### config.mk
export PLATFORM = sky130hd
export DESIGN_NAME = mfd_mul_unit
export DESIGN_NICKNAME = d
export VERILOG_FILES = /design/src/hdl/mfd_pkg.sv /design/src/hdl/mfd_mul_unit.sv
export SDC_FILE = /design/constraint.sdc
export NUM_CORES = 2
export LEC_CHECK = 0
export BUFFER_PORTS_ARGS = -buffer_cell sky130_fd_sc_hd__buf_2
export CAP_MARGIN = 20
export CORE_ASPECT_RATIO = 1.25
export CORE_MARGIN = 2
export CORE_UTILIZATION = 59
export CTS_BUF_LIST = sky130_fd_sc_hd__clkbuf_8
export CTS_CLUSTER_DIAMETER = 40
export DETAILED_ROUTE_END_ITERATION = 8
export GPL_ROUTABILITY_DRIVEN = 0
export PLACE_DENSITY = 0.87
export SYNTH_ARGS = -nofsm -noshare
export SYNTH_HDL_FRONTEND = slang
export SYNTH_SLANG_ARGS = --single-unit
### constraint.sdc
create_clock -name clk_i -period 9.8 [get_ports clk_i]
set_clock_uncertainty 0.1 [all_clocks]
set_input_delay 0.49 -clock clk_i [delete_from_list [all_inputs] [get_ports clk_i]]
set_output_delay 0.49 -clock clk_i [all_outputs]
set_load 0.01 [all_outputs]
### src/hdl/mfd_pkg.sv
// Shared types, constants and helper functions of the motor feedback decoder.
`default_nettype none

package mfd_pkg;

  // Configuration port
  localparam int unsigned CFG_ADDR_W = 5;

  typedef enum logic [2:0] {
    CFG_ANGLE_SCALE     = 3'd0,
    CFG_SPEED_SCALE     = 3'd1,
    CFG_CURRENT_SCALE   = 3'd2,
    CFG_POWER_K_CROSS   = 3'd3,
    CFG_POWER_K_SPEED   = 3'd4,
    CFG_POWER_K_CURRENT = 3'd5,
    CFG_POWER_OFFSET    = 3'd6
  } cfg_idx_e;

  localparam logic [31:0] ANGLE_SCALE_RST   = 32'd3294199;
  localparam logic [31:0] SPEED_SCALE_RST   = 32'd1756906;
  localparam logic [31:0] CURRENT_SCALE_RST = 32'd16777;

  typedef struct packed {
    logic [31:0] angle_scale;
    logic [31:0] speed_scale;
    logic [31:0] current_scale;
    logic [31:0] k_cross;
    logic [31:0] k_speed;
    logic [31:0] k_current;
    logic [31:0] offset;
  } cfg_t;

  // Input item
  typedef enum logic {
    CMD_FRAME = 1'b0,
    CMD_TICK  = 1'b1
  } cmd_e;

  typedef struct packed {
    cmd_e               command;
    logic [12:0]        rotor_position;
    logic signed [15:0] speed_rpm;
    logic signed [15:0] current_raw;
    logic [7:0]         temperature_c;
  } in_item_t;

  // Result item
  typedef struct packed {
    logic signed [47:0] turn_count_total;
    logic signed [47:0] angle_rad;
    logic signed [31:0] speed_rad_s;
    logic signed [31:0] current_amp;
    logic [15:0]        temperature_ck;
    logic signed [47:0] power_est;
    logic               motor_online;
  } result_t;

  // Saturation width of a scaled product
  typedef enum logic [1:0] {
    SAT32 = 2'd0,
    SAT48 = 2'd1,
    SAT63 = 2'd2
  } sat_e;

  // One request to the shared multiply, round and saturate unit
  typedef struct packed {
    logic        start;
    logic [47:0] a_mag;
    logic [31:0] b_mag;
    logic        neg;
    logic        sh16;
    sat_e        sat;
  } mul_req_t;

  function automatic logic [15:0] mag16(input logic [15:0] x);
    return x[15] ? (16'd0 - x) : x;
  endfunction

  function automatic logic [31:0] mag32(input logic [31:0] x);
    return x[31] ? (32'd0 - x) : x;
  endfunction

  function automatic logic [47:0] mag48(input logic [47:0] x);
    return x[47] ? (48'd0 - x) : x;
  endfunction

  // Clamp a two's complement 64-bit value to 48 bits.
  function automatic logic [47:0] sat48(input logic [63:0] v);
    logic [47:0] r;
    if (!v[63] && (v[62:47] != 16'h0000)) begin
      r = 48'h7FFF_FFFF_FFFF;
    end else if (v[63] && (v[62:47] != 16'hFFFF)) begin
      r = 48'h8000_0000_0000;
    end else begin
      r = v[47:0];
    end
    return r;
  endfunction

endpackage

`default_nettype wire

### src/hdl/mfd_mul_unit.sv
// Shared multiply, round-to-nearest and saturate unit for sign-magnitude operands.
`default_nettype none

module mfd_mul_unit
  import mfd_pkg::*;
(
  input  wire logic               clk_i,
  input  wire logic               rst_ni,
  input  wire mul_req_t           req_i,
  output logic                    done_o,
  output logic signed [63:0]      res_o
);

  typedef enum logic [3:0] {
    U_IDLE = 4'b0001,
    U_HI   = 4'b0010,
    U_ADD  = 4'b0100,
    U_RND  = 4'b1000
  } ust_e;

  ust_e        state_q;
  logic        done_q;
  logic [63:0] prod_q;
  logic [79:0] acc_q;
  logic [15:0] a_hi_q;
  logic [31:0] b_q;
  logic        neg_q;
  logic        sh16_q;
  sat_e        sat_q;
  logic [62:0] mag_q;

  logic [31:0] mul_a;
  logic [31:0] mul_b;
  logic [63:0] prod_d;
  logic [72:0] rnd_x;
  logic [73:0] rnd_sum;
  logic [72:0] rnd_mag;
  logic [63:0] cap64;
  logic [72:0] cap;
  logic [62:0] mag_d;
  logic [63:0] mag64;

  // The low 32 bits of the first operand go through first, its upper bits second.
  assign mul_a  = (state_q == U_IDLE) ? req_i.a_mag[31:0] : {16'b0, a_hi_q};
  assign mul_b  = (state_q == U_IDLE) ? req_i.b_mag : b_q;
  assign prod_d = 64'(mul_a) * 64'(mul_b);

  // Rounding half away from zero on the magnitude: add one below the cut, then drop it.
  assign rnd_x   = sh16_q ? {8'b0, acc_q[79:15]} : acc_q[79:7];
  assign rnd_sum = {1'b0, rnd_x} + 74'd1;
  assign rnd_mag = rnd_sum[73:1];

  always_comb begin
    unique case (sat_q)
      SAT32:   cap64 = (64'd1 << 31) - {63'b0, !neg_q};
      SAT48:   cap64 = (64'd1 << 47) - {63'b0, !neg_q};
      SAT63:   cap64 = (64'd1 << 62) - {63'b0, !neg_q};
      default: cap64 = (64'd1 << 62) - {63'b0, !neg_q};
    endcase
  end

  assign cap   = {9'b0, cap64};
  assign mag_d = (rnd_mag > cap) ? cap[62:0] : rnd_mag[62:0];

  assign mag64  = {1'b0, mag_q};
  assign res_o  = neg_q ? $signed(64'd0 - mag64) : $signed(mag64);
  assign done_o = done_q;

  always_ff @(posedge clk_i or negedge rst_ni) begin
    if (!rst_ni) begin
      state_q <= U_IDLE;
      done_q  <= 1'b0;
    end else begin
      done_q <= (state_q == U_RND);
      unique case (state_q)
        U_IDLE:  if (req_i.start) begin
          state_q <= U_HI;
        end
        U_HI:    state_q <= U_ADD;
        U_ADD:   state_q <= U_RND;
        U_RND:   state_q <= U_IDLE;
        default: state_q <= U_IDLE;
      endcase
    end
  end

  always_ff @(posedge clk_i) begin
    unique case (state_q)
      U_IDLE: if (req_i.start) begin
        prod_q <= prod_d;
        a_hi_q <= req_i.a_mag[47:32];
        b_q    <= req_i.b_mag;
        neg_q  <= req_i.neg;
        sh16_q <= req_i.sh16;
        sat_q  <= req_i.sat;
      end
      U_HI: begin
        prod_q <= prod_d;
        acc_q  <= {16'b0, prod_q};
      end
      U_ADD:   acc_q <= acc_q + {prod_q[47:0], 32'b0};
      U_RND:   mag_q <= mag_d;
      default: ;
    endcase
  end

  a_start_idle: assert property (@(posedge clk_i) disable iff (!rst_ni)
    req_i.start |-> (state_q == U_IDLE))
    else $error("multiply unit started while busy");

  a_done_after_round: assert property (@(posedge clk_i) disable iff (!rst_ni)
    done_q |-> $past(state_q == U_RND))
    else $error("multiply unit finished without a rounding cycle");

  a_sat32_bound: assert property (@(posedge clk_i) disable iff (!rst_ni)
    (done_q && !neg_q && (sat_q == SAT32)) |-> (mag_q[62:31] == '0))
    else $error("32-bit result escaped its saturation bound");

endmodule

`default_nettype wire

==> qor_table.md <==
| Quantity | This run | Unit |
|---|---|---|
| Synth top area share | 0.3525 | - |
| Maximum level of the CTS H-tree | 2 | - |
| Library cell used as clock root buffer | sky130_fd_sc_hd__clkbuf_8 | - |
| Dominant cell by count in the synthesized netlist | sky130_fd_sc_hd__inv_1 | - |
| Result of the run | complete, no violations | - |
| Clock buffer depth | 3 | - |
| Routed length per placed instance | 22.88 | um |
| Final TNS setup | 0 | ns |
| Crit path arrival time | 9.90 | ns |
| Nets@finish | 7034 | - |
| Final HPWL from detailed placement | 121800 | um |
| Cell area after technology mapping | 0.05094 | mm2 |
| Cell taking the most area after synthesis | sky130_fd_sc_hd__fa_1 | - |
| CTS Sinks | 257 | - |
| Number of antenna violations at the first check in global routing | 7 | - |
| Top post-synthesis cells by area | sky130_fd_sc_hd__fa_1, sky130_fd_sc_hd__edfxtp_1, sky130_fd_sc_hd__ha_1 | - |
| Die area | 0.08872 | mm2 |
| Via-to-Cell Ratio | 6.304 | - |
| Syn_nets | 6957 | - |
| Crit-path slowest cell | sky130_fd_sc_hd__dfstp_2 | - |
| Startpoint class of the critical path | flip-flop | - |
| Max transition margin | 0.2925 | - |
| Post-synthesis sequential area ratio | 0.1510 | - |
| Flip-flop and latch count after synthesis | 257 | - |
| Placed Cells | 6697 | - |
| Pin count of the biggest net entering global routing | 108 | - |
| DR iter-0 viols | 4980 | - |
| Unrepaired setup endpoints after global routing | yes | - |
| Initial cell density of the core | 0.5952 | - |
| Max FO, Critical Path | 67 | - |
| Kind of path behind the tightest hold check | input pin to asynchronous set/reset pin | - |
| Post-Syn Instances | 5598 | - |
| Vias | 42983 | - |
| Row count | 120 | - |
| Critical path data required time | 10.15 | ns |
| Endpoint class of the critical path | flip-flop | - |
| Count of input and output buffers | 151 | - |
| Warning count from the yosys run | 0 | - |
| Count of flip-flops with a built-in enable after synthesis | 252 | - |
| Final cell count without fillers | 6818 | - |
| Count of pins on the block boundary | 152 | - |
| Synthesized area per cell | 9.099 | um2 |
| Final number of hold-violating endpoints | 0 | - |
| Startpoint-to-endpoint class of the critical path | flip-flop to flip-flop | - |
| Final setup violation count | 0 | - |
| CTS tree | yes | - |
| Global-route usage over all layers | 0.3581 | - |
| ANT nets after route | 0 | - |
| Number of cells traversed by the worst register-to-register path | 32 | - |
| Die Width | 266.8 | um |
| Clock transition at the registers of the reported paths | 0.07 | ns |
| Detailed-routing iteration count for the pre-antenna-repair pass | 9 | - |
| Core outline area | 0.08558 | mm2 |
| Latest clock arrival within the worst-skew pair | 0.71 | ns |
| Period minus WS final | 9.554 | ns |
| Post-route fraction of the period consumed by the critical path | 0.9749 | - |
| Biggest cell delay along the critical path | 0.58 | ns |
| Reg-to-reg slack, setup | 0.25 | ns |
| DRC Markers | 0 | - |
| Synth-to-layout area growth | 7.254 | % |
| Grt ovf | 0 | - |
| Pin slew with the least headroom to its limit | 1.048 | ns |
| Die height | 332.5 | um |
| Dominant synthesized flop cell | sky130_fd_sc_hd__edfxtp_1 | - |
| Top achievable clock speed | 104.7 | MHz |
| Vias in the first global route | 45044 | - |
| Post-Route WL | 156000 | um |
| Wire length of the first global-routing pass | 243600 | um |
| Final-report max-slew violation count | 0 | - |
| Inserted Clock Buffers | 52 | - |
| Count of maximum capacitance violations | 0 | - |
| Unique cell type count in the Yosys netlist | 87 | - |
| Dominant cell type by count on the critical path | sky130_fd_sc_hd__fa_1 | - |
| Fraction of registers with async set or reset after synthesis | 0.01946 | - |
| Fraction of final layout cells sized beyond drive strength 1 | 0.08660 | - |
| Commonest cells post-synth | sky130_fd_sc_hd__inv_1, sky130_fd_sc_hd__fa_1, sky130_fd_sc_hd__nand2_1 | - |
-- per-layer routing --
| layer | track usage | vias up | part of all wire |
|---|---|---|---|
| li1 | - | 18039 | - |
| met1 | 0.4001 | 20513 | 0.31 |
| met2 | 0.5730 | 3308 | 0.46 |
| met3 | 0.09736 | 1119 | 0.12 |
| met4 | 0.2926 | 4 | 0.11 |
| met5 | 0 | - | 0.00038 |
-- flip-flops by register name, indices dropped and copies added (netlist names) --
| register | count |
|---|---|
| sat_q | 2 |
| b_q | 32 |
| prod_q | 64 |
| sh16_q | 1 |
| acc_q | 73 |
| done_o | 1 |
| a_hi_q | 16 |
| neg_q | 1 |
| mag_q | 63 |
| state_q | 4 |
-- cell type report --
class | instances | area, um2
multi-input cells | 4086 | 38660
fillers | 6361 | 30950
flip-flops and latches | 257 | 7694
inverters | 966 | 3626
repair buffers | 312 | 2157
well taps | 1098 | 1374
clock buffers | 57 | 784.5
clock inverters | 38 | 327.8
diodes | 4 | 10.01
-- layout by cell type (no fill, tap or decap), types with 8 or more instances in the layout --
cell and instances:
sky130_fd_sc_hd__a211oi_1 21, sky130_fd_sc_hd__a21o_1 88, sky130_fd_sc_hd__a21oi_1 162, sky130_fd_sc_hd__a31oi_1 16
sky130_fd_sc_hd__and2_1 68, sky130_fd_sc_hd__and2_2 9, sky130_fd_sc_hd__and3_1 299, sky130_fd_sc_hd__buf_12 10
sky130_fd_sc_hd__buf_2 151, sky130_fd_sc_hd__buf_4 127, sky130_fd_sc_hd__clkbuf_8 57, sky130_fd_sc_hd__clkinv_2 8
sky130_fd_sc_hd__dlygate4sd3_1 21, sky130_fd_sc_hd__edfxtp_1 252, sky130_fd_sc_hd__fa_1 895, sky130_fd_sc_hd__ha_1 373
sky130_fd_sc_hd__inv_1 970, sky130_fd_sc_hd__mux2_1 21, sky130_fd_sc_hd__mux2_2 28, sky130_fd_sc_hd__mux2i_1 56
sky130_fd_sc_hd__nand2_1 706, sky130_fd_sc_hd__nand2b_1 31, sky130_fd_sc_hd__nand3_1 77, sky130_fd_sc_hd__nand3b_1 9
sky130_fd_sc_hd__nand4_1 49, sky130_fd_sc_hd__nor2_1 442, sky130_fd_sc_hd__nor2b_1 31, sky130_fd_sc_hd__nor3_1 33
sky130_fd_sc_hd__nor4_1 17, sky130_fd_sc_hd__o211ai_1 15, sky130_fd_sc_hd__o21a_1 15, sky130_fd_sc_hd__o21ai_0 151
sky130_fd_sc_hd__o21bai_1 15, sky130_fd_sc_hd__o31ai_1 21, sky130_fd_sc_hd__or2_2 25, sky130_fd_sc_hd__or3_1 17
sky130_fd_sc_hd__xnor2_1 152, sky130_fd_sc_hd__xor2_1 82
-- through the flow --
step	hold WS [ns]	utilization	instance area, um2	worst slack (ns)
detailed placement	0.2461	0.6210	53150	-0.4506
CTS	0.04085	0.6367	54490	0.04798
global placement	0.2450	0.6210	53150	-0.03472
finish	0.05987	0.6384	54630	0.2460
floorplan	0.09441	-	50940	0.2444
global route	0.04066	0.6383	54630	-0.1061
-- critical path: cells and delay by family (launching register included) --
kind | cells | cell delay (ns)
compound gates | 9 | 1.85
flops | 1 | 0.58
simple gates | 4 | 1.10
buf+inv | 9 | 1.14
fa+ha+maj | 9 | 4.37
xor+xnor | 1 | 0.08
-- cells by family (layout without fill, tap and decap cells) --
| group | after synthesis | after routing | synth area share |
|---|---|---|---|
| AOI/OAI and AO/OA | 602 | 602 | 0.07475 |
| xor gates and xnor gates | 234 | 234 | 0.04023 |
| adders and majority gates | 1272 | 1272 | 0.4446 |
| buffers and inverters | 1255 | 1373 | 0.09302 |
| DFF | 257 | 257 | 0.1510 |
| muxes | 105 | 105 | 0.02184 |
| other | 0 | 4 | 0 |
| and+or+nand+nor | 1873 | 1873 | 0.1745 |
-- path summary, 6_finish.rpt --
kind	startpoint	to
worst max-delay path	state_q[0]$_DFFE_PN1P_	prod_q[63]$_DFFE_PP_
worst min-delay path	rst_ni	done_o$_DFF_PN0_
worst max register to register	state_q[0]$_DFFE_PN1P_	prod_q[63]$_DFFE_PP_
worst min register to register	prod_q[58]$_DFFE_PP_	acc_q[58]$_DFFE_PP_
max in group asynchronous	rst_ni	state_q[0]$_DFFE_PN1P_
min in group clk_i	req_i[33]	b_q[29]$_DFFE_PP_
-- what timing repair did --
item,in CTS,in global routing
hold buffers,21,0
setup buffers,0,1
resized for setup,6,39
setup endpoints to repair,12,16
hold endpoints to repair,25,0
pin swaps,0,6
Power is left out: the tool's default activity adds up to more than one toggle a clock period on the data nets, which glitch-free logic cannot reach.
