--- src/hdl/mfd_pkg.sv ---
// Shared types, constants and helper functions of the motor feedback decoder.
`default_nettype none

package mfd_pkg;

  // Configuration port
  localparam int unsigned CFG_ADDR_W = 5;

  typedef enum logic [2:0] {
    CFG_ANGLE_SCALE     = 3'd0,
    CFG_SPEED_SCALE     = 3'd1,
    CFG_CURRENT_SCALE   = 3'd2,
    CFG_POWER_K_CROSS   = 3'd3,
    CFG_POWER_K_SPEED   = 3'd4,
    CFG_POWER_K_CURRENT = 3'd5,
    CFG_POWER_OFFSET    = 3'd6
  } cfg_idx_e;

  localparam logic [31:0] ANGLE_SCALE_RST   = 32'd3294199;
  localparam logic [31:0] SPEED_SCALE_RST   = 32'd1756906;
  localparam logic [31:0] CURRENT_SCALE_RST = 32'd16777;

  typedef struct packed {
    logic [31:0] angle_scale;
    logic [31:0] speed_scale;
    logic [31:0] current_scale;
    logic [31:0] k_cross;
    logic [31:0] k_speed;
    logic [31:0] k_current;
    logic [31:0] offset;
  } cfg_t;

  // Input item
  typedef enum logic {
    CMD_FRAME = 1'b0,
    CMD_TICK  = 1'b1
  } cmd_e;

  typedef struct packed {
    cmd_e               command;
    logic [12:0]        rotor_position;
    logic signed [15:0] speed_rpm;
    logic signed [15:0] current_raw;
    logic [7:0]         temperature_c;
  } in_item_t;

  // Result item
  typedef struct packed {
    logic signed [47:0] turn_count_total;
    logic signed [47:0] angle_rad;
    logic signed [31:0] speed_rad_s;
    logic signed [31:0] current_amp;
    logic [15:0]        temperature_ck;
    logic signed [47:0] power_est;
    logic               motor_online;
  } result_t;

  // Saturation width of a scaled product
  typedef enum logic [1:0] {
    SAT32 = 2'd0,
    SAT48 = 2'd1,
    SAT63 = 2'd2
  } sat_e;

  // One request to the shared multiply, round and saturate unit
  typedef struct packed {
    logic        start;
    logic [47:0] a_mag;
    logic [31:0] b_mag;
    logic        neg;
    logic        sh16;
    sat_e        sat;
  } mul_req_t;

  function automatic logic [15:0] mag16(input logic [15:0] x);
    return x[15] ? (16'd0 - x) : x;
  endfunction

  function automatic logic [31:0] mag32(input logic [31:0] x);
    return x[31] ? (32'd0 - x) : x;
  endfunction

  function automatic logic [47:0] mag48(input logic [47:0] x);
    return x[47] ? (48'd0 - x) : x;
  endfunction

  // Clamp a two's complement 64-bit value to 48 bits.
  function automatic logic [47:0] sat48(input logic [63:0] v);
    logic [47:0] r;
    if (!v[63] && (v[62:47] != 16'h0000)) begin
      r = 48'h7FFF_FFFF_FFFF;
    end else if (v[63] && (v[62:47] != 16'hFFFF)) begin
      r = 48'h8000_0000_0000;
    end else begin
      r = v[47:0];
    end
    return r;
  endfunction

endpackage

`default_nettype wire

--- src/hdl/mfd_seq.sv ---
// Sequencer: turn unwrapping, heartbeat tracking and the order of scaled products.
`default_nettype none

module mfd_seq
  import mfd_pkg::*;
#(
  parameter int unsigned COUNTS_PER_TURN = 8192,
  parameter int unsigned TURN_BITS       = 32
) (
  input  wire logic          clk_i,
  input  wire logic          rst_ni,
  input  wire cfg_t          cfg_i,
  input  wire logic          in_valid_i,
  output logic               in_ready_o,
  input  wire in_item_t      item_i,
  output mul_req_t           mul_req_o,
  input  wire logic          mul_done_i,
  input  wire logic [63:0]   mul_res_i,
  output logic               res_valid_o,
  input  wire logic          res_ready_i,
  output result_t            res_o
);

  localparam logic signed [17:0] HALF_TURN = 18'(COUNTS_PER_TURN / 2);

  typedef enum logic [6:0] {
    S_IDLE   = 7'b0000001,
    S_UNWRAP = 7'b0000010,
    S_TOTAL  = 7'b0000100,
    S_ISSUE  = 7'b0001000,
    S_WAIT   = 7'b0010000,
    S_SAT    = 7'b0100000,
    S_DONE   = 7'b1000000
  } sst_e;

  // Products in issue order; each power term follows the product it scales.
  typedef enum logic [3:0] {
    OP_ANG = 4'd0,
    OP_SPD = 4'd1,
    OP_CUR = 4'd2,
    OP_CS  = 4'd3,
    OP_KC  = 4'd4,
    OP_SS  = 4'd5,
    OP_KS  = 4'd6,
    OP_CC  = 4'd7,
    OP_KI  = 4'd8
  } op_e;

  sst_e                  state_q;
  op_e                   op_q;
  logic [12:0]           last_pos_q;
  logic [TURN_BITS-1:0]  turn_q;
  logic [TURN_BITS-1:0]  turn_d;
  logic                  frame_seen_q;
  logic                  online_q;
  logic [47:0]           total_q;
  logic [47:0]           ang_q;
  logic [31:0]           spd_q;
  logic [31:0]           cur_q;
  logic [15:0]           tck_q;
  logic [47:0]           pw_q;

  logic [12:0]           pos_q;
  logic [15:0]           rpm_q;
  logic [15:0]           raw_q;
  logic [7:0]            temp_q;
  logic [47:0]           term_q;
  logic [63:0]           pwacc_q;

  logic signed [13:0]          delta;
  logic signed [17:0]          delta_ext;
  logic signed [TURN_BITS+17:0] tprod;
  logic [63:0]                 tot_full;
  logic [15:0]                 tck_d;
  logic                        accept;
  mul_req_t                    req;

  assign accept      = in_valid_i && in_ready_o;
  assign in_ready_o  = (state_q == S_IDLE);
  assign res_valid_o = (state_q == S_DONE);

  // Half-turn test on the step between consecutive positions.
  assign delta     = $signed({1'b0, pos_q}) - $signed({1'b0, last_pos_q});
  assign delta_ext = {{4{delta[13]}}, delta};

  always_comb begin
    if (delta_ext < -HALF_TURN) begin
      turn_d = turn_q + TURN_BITS'(1);
    end else if (delta_ext > HALF_TURN) begin
      turn_d = turn_q - TURN_BITS'(1);
    end else begin
      turn_d = turn_q;
    end
  end

  assign tprod    = $signed(turn_q) * $signed(18'(COUNTS_PER_TURN));
  assign tot_full = {{(46-TURN_BITS){tprod[TURN_BITS+17]}}, tprod} + {51'b0, pos_q};
  assign tck_d    = ({8'b0, temp_q} * 16'd100) + 16'd27315;

  always_comb begin
    req.a_mag = '0;
    req.b_mag = '0;
    req.neg   = 1'b0;
    req.sh16  = 1'b1;
    req.sat   = SAT63;
    unique case (op_q)
      OP_ANG: begin
        req.a_mag = mag48(total_q);
        req.b_mag = cfg_i.angle_scale;
        req.neg   = total_q[47];
        req.sat   = SAT48;
      end
      OP_SPD: begin
        req.a_mag = {32'b0, mag16(rpm_q)};
        req.b_mag = cfg_i.speed_scale;
        req.neg   = rpm_q[15];
        req.sh16  = 1'b0;
        req.sat   = SAT32;
      end
      OP_CUR: begin
        req.a_mag = {32'b0, mag16(raw_q)};
        req.b_mag = cfg_i.current_scale;
        req.neg   = raw_q[15];
        req.sh16  = 1'b0;
        req.sat   = SAT32;
      end
      OP_CS: begin
        req.a_mag = {16'b0, mag32(cur_q)};
        req.b_mag = mag32(spd_q);
        req.neg   = cur_q[31] ^ spd_q[31];
      end
      OP_SS: begin
        req.a_mag = {16'b0, mag32(spd_q)};
        req.b_mag = mag32(spd_q);
        req.neg   = 1'b0;
      end
      OP_CC: begin
        req.a_mag = {16'b0, mag32(cur_q)};
        req.b_mag = mag32(cur_q);
        req.neg   = 1'b0;
      end
      OP_KC: begin
        req.a_mag = mag48(term_q);
        req.b_mag = mag32(cfg_i.k_cross);
        req.neg   = term_q[47] ^ cfg_i.k_cross[31];
      end
      OP_KS: begin
        req.a_mag = mag48(term_q);
        req.b_mag = mag32(cfg_i.k_speed);
        req.neg   = term_q[47] ^ cfg_i.k_speed[31];
      end
      OP_KI: begin
        req.a_mag = mag48(term_q);
        req.b_mag = mag32(cfg_i.k_current);
        req.neg   = term_q[47] ^ cfg_i.k_current[31];
      end
      default: ;
    endcase
    req.start = (state_q == S_ISSUE);
  end

  assign mul_req_o = req;

  always_ff @(posedge clk_i or negedge rst_ni) begin
    if (!rst_ni) begin
      state_q      <= S_IDLE;
      op_q         <= OP_ANG;
      last_pos_q   <= '0;
      turn_q       <= '0;
      frame_seen_q <= 1'b0;
      online_q     <= 1'b0;
      total_q      <= '0;
      ang_q        <= '0;
      spd_q        <= '0;
      cur_q        <= '0;
      tck_q        <= '0;
      pw_q         <= '0;
    end else begin
      unique case (state_q)
        S_IDLE: if (accept) begin
          if (item_i.command == CMD_TICK) begin
            online_q     <= frame_seen_q;
            frame_seen_q <= 1'b0;
            state_q      <= S_DONE;
          end else begin
            state_q <= S_UNWRAP;
          end
        end
        S_UNWRAP: begin
          turn_q       <= turn_d;
          last_pos_q   <= pos_q;
          frame_seen_q <= 1'b1;
          tck_q        <= tck_d;
          state_q      <= S_TOTAL;
        end
        S_TOTAL: begin
          total_q <= sat48(tot_full);
          op_q    <= OP_ANG;
          state_q <= S_ISSUE;
        end
        S_ISSUE: state_q <= S_WAIT;
        S_WAIT: if (mul_done_i) begin
          unique case (op_q)
            OP_ANG:  ang_q <= mul_res_i[47:0];
            OP_SPD:  spd_q <= mul_res_i[31:0];
            OP_CUR:  cur_q <= mul_res_i[31:0];
            default: ;
          endcase
          if (op_q == OP_KI) begin
            state_q <= S_SAT;
          end else begin
            op_q    <= op_e'(op_q + 4'd1);
            state_q <= S_ISSUE;
          end
        end
        S_SAT: begin
          pw_q    <= sat48(pwacc_q);
          state_q <= S_DONE;
        end
        S_DONE: if (res_ready_i) begin
          state_q <= S_IDLE;
        end
        default: state_q <= S_IDLE;
      endcase
    end
  end

  always_ff @(posedge clk_i) begin
    if (accept) begin
      pos_q  <= item_i.rotor_position;
      rpm_q  <= item_i.speed_rpm;
      raw_q  <= item_i.current_raw;
      temp_q <= item_i.temperature_c;
    end
    if (state_q == S_TOTAL) begin
      pwacc_q <= {{32{cfg_i.offset[31]}}, cfg_i.offset};
    end
    if ((state_q == S_WAIT) && mul_done_i) begin
      unique case (op_q)
        OP_CS, OP_SS, OP_CC: term_q  <= mul_res_i[47:0];
        OP_KC, OP_KS, OP_KI: pwacc_q <= pwacc_q + mul_res_i;
        default: ;
      endcase
    end
  end

  assign res_o.turn_count_total = total_q;
  assign res_o.angle_rad        = ang_q;
  assign res_o.speed_rad_s      = spd_q;
  assign res_o.current_amp      = cur_q;
  assign res_o.temperature_ck   = tck_q;
  assign res_o.power_est        = pw_q;
  assign res_o.motor_online     = online_q;

  a_turn_step: assert property (@(posedge clk_i) disable iff (!rst_ni)
    (state_q == S_UNWRAP) |=> ((turn_q == $past(turn_q)) ||
                               (turn_q == $past(turn_q) + TURN_BITS'(1)) ||
                               (turn_q == $past(turn_q) - TURN_BITS'(1))))
    else $error("turn counter moved by more than one turn in a frame");

  a_done_in_wait: assert property (@(posedge clk_i) disable iff (!rst_ni)
    mul_done_i |-> (state_q == S_WAIT))
    else $error("product arrived while the sequencer was not waiting for it");

  a_tick_clears: assert property (@(posedge clk_i) disable iff (!rst_ni)
    (accept && (item_i.command == CMD_TICK)) |=> (!frame_seen_q && (state_q == S_DONE)))
    else $error("heartbeat tick did not clear the frame-seen flag");

endmodule

`default_nettype wire

--- config.mk ---
export PLATFORM = sky130hd
export DESIGN_NAME = mfd_seq
export DESIGN_NICKNAME = d
export VERILOG_FILES = /design/src/hdl/mfd_pkg.sv /design/src/hdl/mfd_seq.sv
export SDC_FILE = /design/constraint.sdc
export NUM_CORES = 1
export LEC_CHECK = 0
export BUFFER_PORTS_ARGS = -buffer_cell sky130_fd_sc_hd__buf_2
export CORE_AREA = 2 2 256 258
export CTS_CLUSTER_SIZE = 14
export DETAILED_ROUTE_END_ITERATION = 12
export DIE_AREA = 0 0 258 260
export MAX_ROUTING_LAYER = met4
export PLACE_DENSITY = 0.74
export SLEW_MARGIN = 20
export SYNTH_ARGS = -nofsm -noshare
export SYNTH_HDL_FRONTEND = slang
export SYNTH_SLANG_ARGS = --single-unit
--- constraint.sdc ---
create_clock -name clk_i -period 5.4 [get_ports clk_i]
set_input_delay 0.27 -clock clk_i [delete_from_list [all_inputs] [get_ports clk_i]]
set_output_delay 0.27 -clock clk_i [all_outputs]
set_load 0.01 [all_outputs]
==> results.txt <==
Status -> finished clean
Critical path startpoint category -> flop
Residual DRC -> 0
Crit path kind -> reg -> out
CTS max path bufs -> 3
Synth cell count leaders -> nand2_1, dfrtp_1, o21ai_0
CP Capture Type -> primary output
First-pass GRT wire length -> 183 mm
RSZ-0062 raised after global routing -> false
Most used DFF post-synth -> dfrtp_1
Setup TNS -> 0 ns
Crit Reg-Reg Startpoint -> pos_q[0]
Clock root buffer -> clkbuf_16
Pwr Density -> 478 mW/mm2
I/O pins -> 659
Number of synthesized flops with an enable pin -> 101
Layout Cells excl Fill -> 4943
Total CTS buffers -> 51
Worst VDD drop -> 0.332 mV
Most used cell, CP -> or4_1
DR pass1 iterations -> 6
Max Slew Vio Count -> 0
# port buffers -> 658
Final setup fails -> 0
Mean number of vias per cell -> 6.09
Final net count -> 4506
Initial Util -> 46.7%
Synth top area share -> 23.2%
Post-synth cell types -> 80
CP arrival -> 4.64 ns
Antenna violations before repair -> 11
Max Fclk -> 204 MHz
Syn Area/Cell -> 8.85 um2
Share of cells above drive strength 1 -> 23.5%
Vias in the first global route -> 28800
Die area -> 0.0671 mm2
Synth area leaders -> dfrtp_1, edfxtp_1, xor2_1
Largest net degree at the start of global routing -> 141
R2R depth -> 19
CP max stage cell -> or4b_2
Fin crit period -> 4.91 ns
Most numerous cell in the Yosys netlist -> nand2_1
Final HPWL DP -> 96.0 mm
Seq/Total Area, Yosys -> 37.7%
Clock sinks -> 443
Post-Syn Area -> 0.0299 mm2
Dpl cells -> 4731
Multi-input gate area -> 0.0177 mm2
Site row count -> 93
Iter 0 DRT Violations -> 3216
WL per Instance -> 25.3 um
Post-Syn Nets -> 3856
Total grt overflow -> 0
Vias post-DR -> 30100
R2R Path End -> turn_q[26]
Max incr delay on CP -> 0.70 ns
CP Max Fanout -> 5
Tot GR Track Use -> 37.1%
CTS tree -> yes
Clock-pin slew on the worst setup and hold paths -> 0.06 ns
Max Clock Skew -> 0.0254 ns
Maxcap violations -> 0
Crit-path cells -> or4_1 -> or4_1 -> nor2_1 -> nand4_1 -> or4_1 -> or4b_2 -> o22ai_1 -> a21oi_1 -> o21ai_0 -> buf_2
Post-synth ARST share -> 62.8%
Leak -> 0.0171 uW
Synth Instances -> 3384
Synth Warn # -> 0
H-tree Lvls -> 2
CP Capture Point -> mul_req_o[67]
Die height -> 260 um
Least-Margin Pin Slew -> 0.998 ns
Die width -> 258 um
Fillcell total -> 5750
Resized cells post-CTS -> 0
Req. time, crit path -> 5.13 ns
Yosys top cell by area -> dfrtp_1
Area delta synth->final -> 22.9%
Post-synthesis register bit count -> 443
Reg2reg setup slack -> 0.89 ns
Worst Hold Launch -> mul_res_i[29]
Antenna Violating Nets Remaining -> 0
RePlAce Congestion -> 1.04
CP Launch Point -> spd_q[9]
FF/Latch Area -> 0.0113 mm2
Fin crit share -> 91.0%
Routed WL -> 125 mm
Area of the core -> 0.0641 mm2
Fin. Hold Viols -> 0
Clk Latency, worst-skew pair -> 0.61 ns
Rel. slew slack -> 33.5%
Min-Delay Path Class -> in -> reg
## stage by stage
stage               setup slack, ns  power, uW  util [%]  hold WS, ns  cell area [um2]
floorplan                     0.478      10500         -      -0.0256            29900
global placement              0.971      13500      52.8        0.323            33900
detailed placement            0.922      13600      52.8        0.325            33900
CTS                           0.566      17500      57.3     0.000717            36700
global route                  0.353      18600      57.4      0.00205            36800
finish                        0.488      17600      57.4       0.0133            36800
## report_power, final
group	switching, uW	internal [uW]
sequential	843	4100
clock	1490	2300
combinational	5520	3330
total	7840	9730
## final cells by class
class                   instances  area share, %
clock buffers                  74           4.17
well taps                     855           2.91
clock inverters                21          0.789
inverters                      74          0.755
repair buffers                800           12.6
flip-flops and latches        443           30.6
diodes                         12         0.0816
multi-input cells            2664           48.0
## per-layer routing
metal | GRT usage (%) | up-vias | share of wire, %
met5 | - | - | 0
met4 | 24.6 | 0 | 7.8
met3 | 6.84 | 420 | 7.9
met2 | 59.3 | 1490 | 47
met1 | 42.7 | 14500 | 38
li1 | - | 13700 | -
## repair_timing
item	CTS	global route
setup buffers	0	0
hold buffers	104	0
endpoints found under the hold margin	204	0
setup endpoints to repair	0	0
## critical path, delay by kind of cell (launching register included)
kind	cells	cell delay (ns)
compound gates	3	0.70
buf+inv	1	0.23
flops	1	0.42
simple gates	6	2.69
## flip-flops by register name, indices dropped and copies added (netlist names)
signal        cells
online_q          1
temp_q            8
cur_q            32
tck_q            15
total_q          45
last_pos_q       13
op_q              4
frame_seen_q      1
state_q           7
pwacc_q          64
turn_q           32
spd_q            32
raw_q            16
pw_q             48
ang_q            48
rpm_q            16
term_q           48
pos_q            13
## worst min-delay path by stage
stage / endpoint / slack (ns) / depth (start not counted)
floorplan: ang_q[0] / -0.03 / 0
global placement: tck_q[1] / 0.32 / 1
detailed placement: tck_q[1] / 0.33 / 1
CTS: term_q[25] / 0.0007 / 1
global route: term_q[22] / 0.002 / 1
finish: term_q[29] / 0.01 / 1
## cell families (layout without fill, tap and decap cells)
kind of cell    Yosys count  in the layout  synth area share (%)
flops                   443            443                  37.7
buf+inv                 277            969                  3.57
compound gates          945            945                  20.3
simple gates           1088           1088                  17.3
other cells               0             12                     0
fa+ha+maj               125            125                  5.35
xor+xnor                370            370                  10.8
mux                     136            136                  5.02
## cell usage in the layout (no fill, tap or decap), drive strengths merged, types with 104 or more instances in the layout
| cell type | synthesis | final |
|---|---|---|
| nand2 | 465 | 465 |
| xnor2 | 106 | 106 |
| buf | 27 | 696 |
| dfrtp | 277 | 277 |
| a21oi | 164 | 164 |
| ha | 120 | 120 |
| dlygate4sd3 | 0 | 104 |
| nor2 | 208 | 208 |
| xor2 | 264 | 264 |
| mux2 | 114 | 114 |
| o21ai | 274 | 274 |
(Power assumes the default switching activity.)
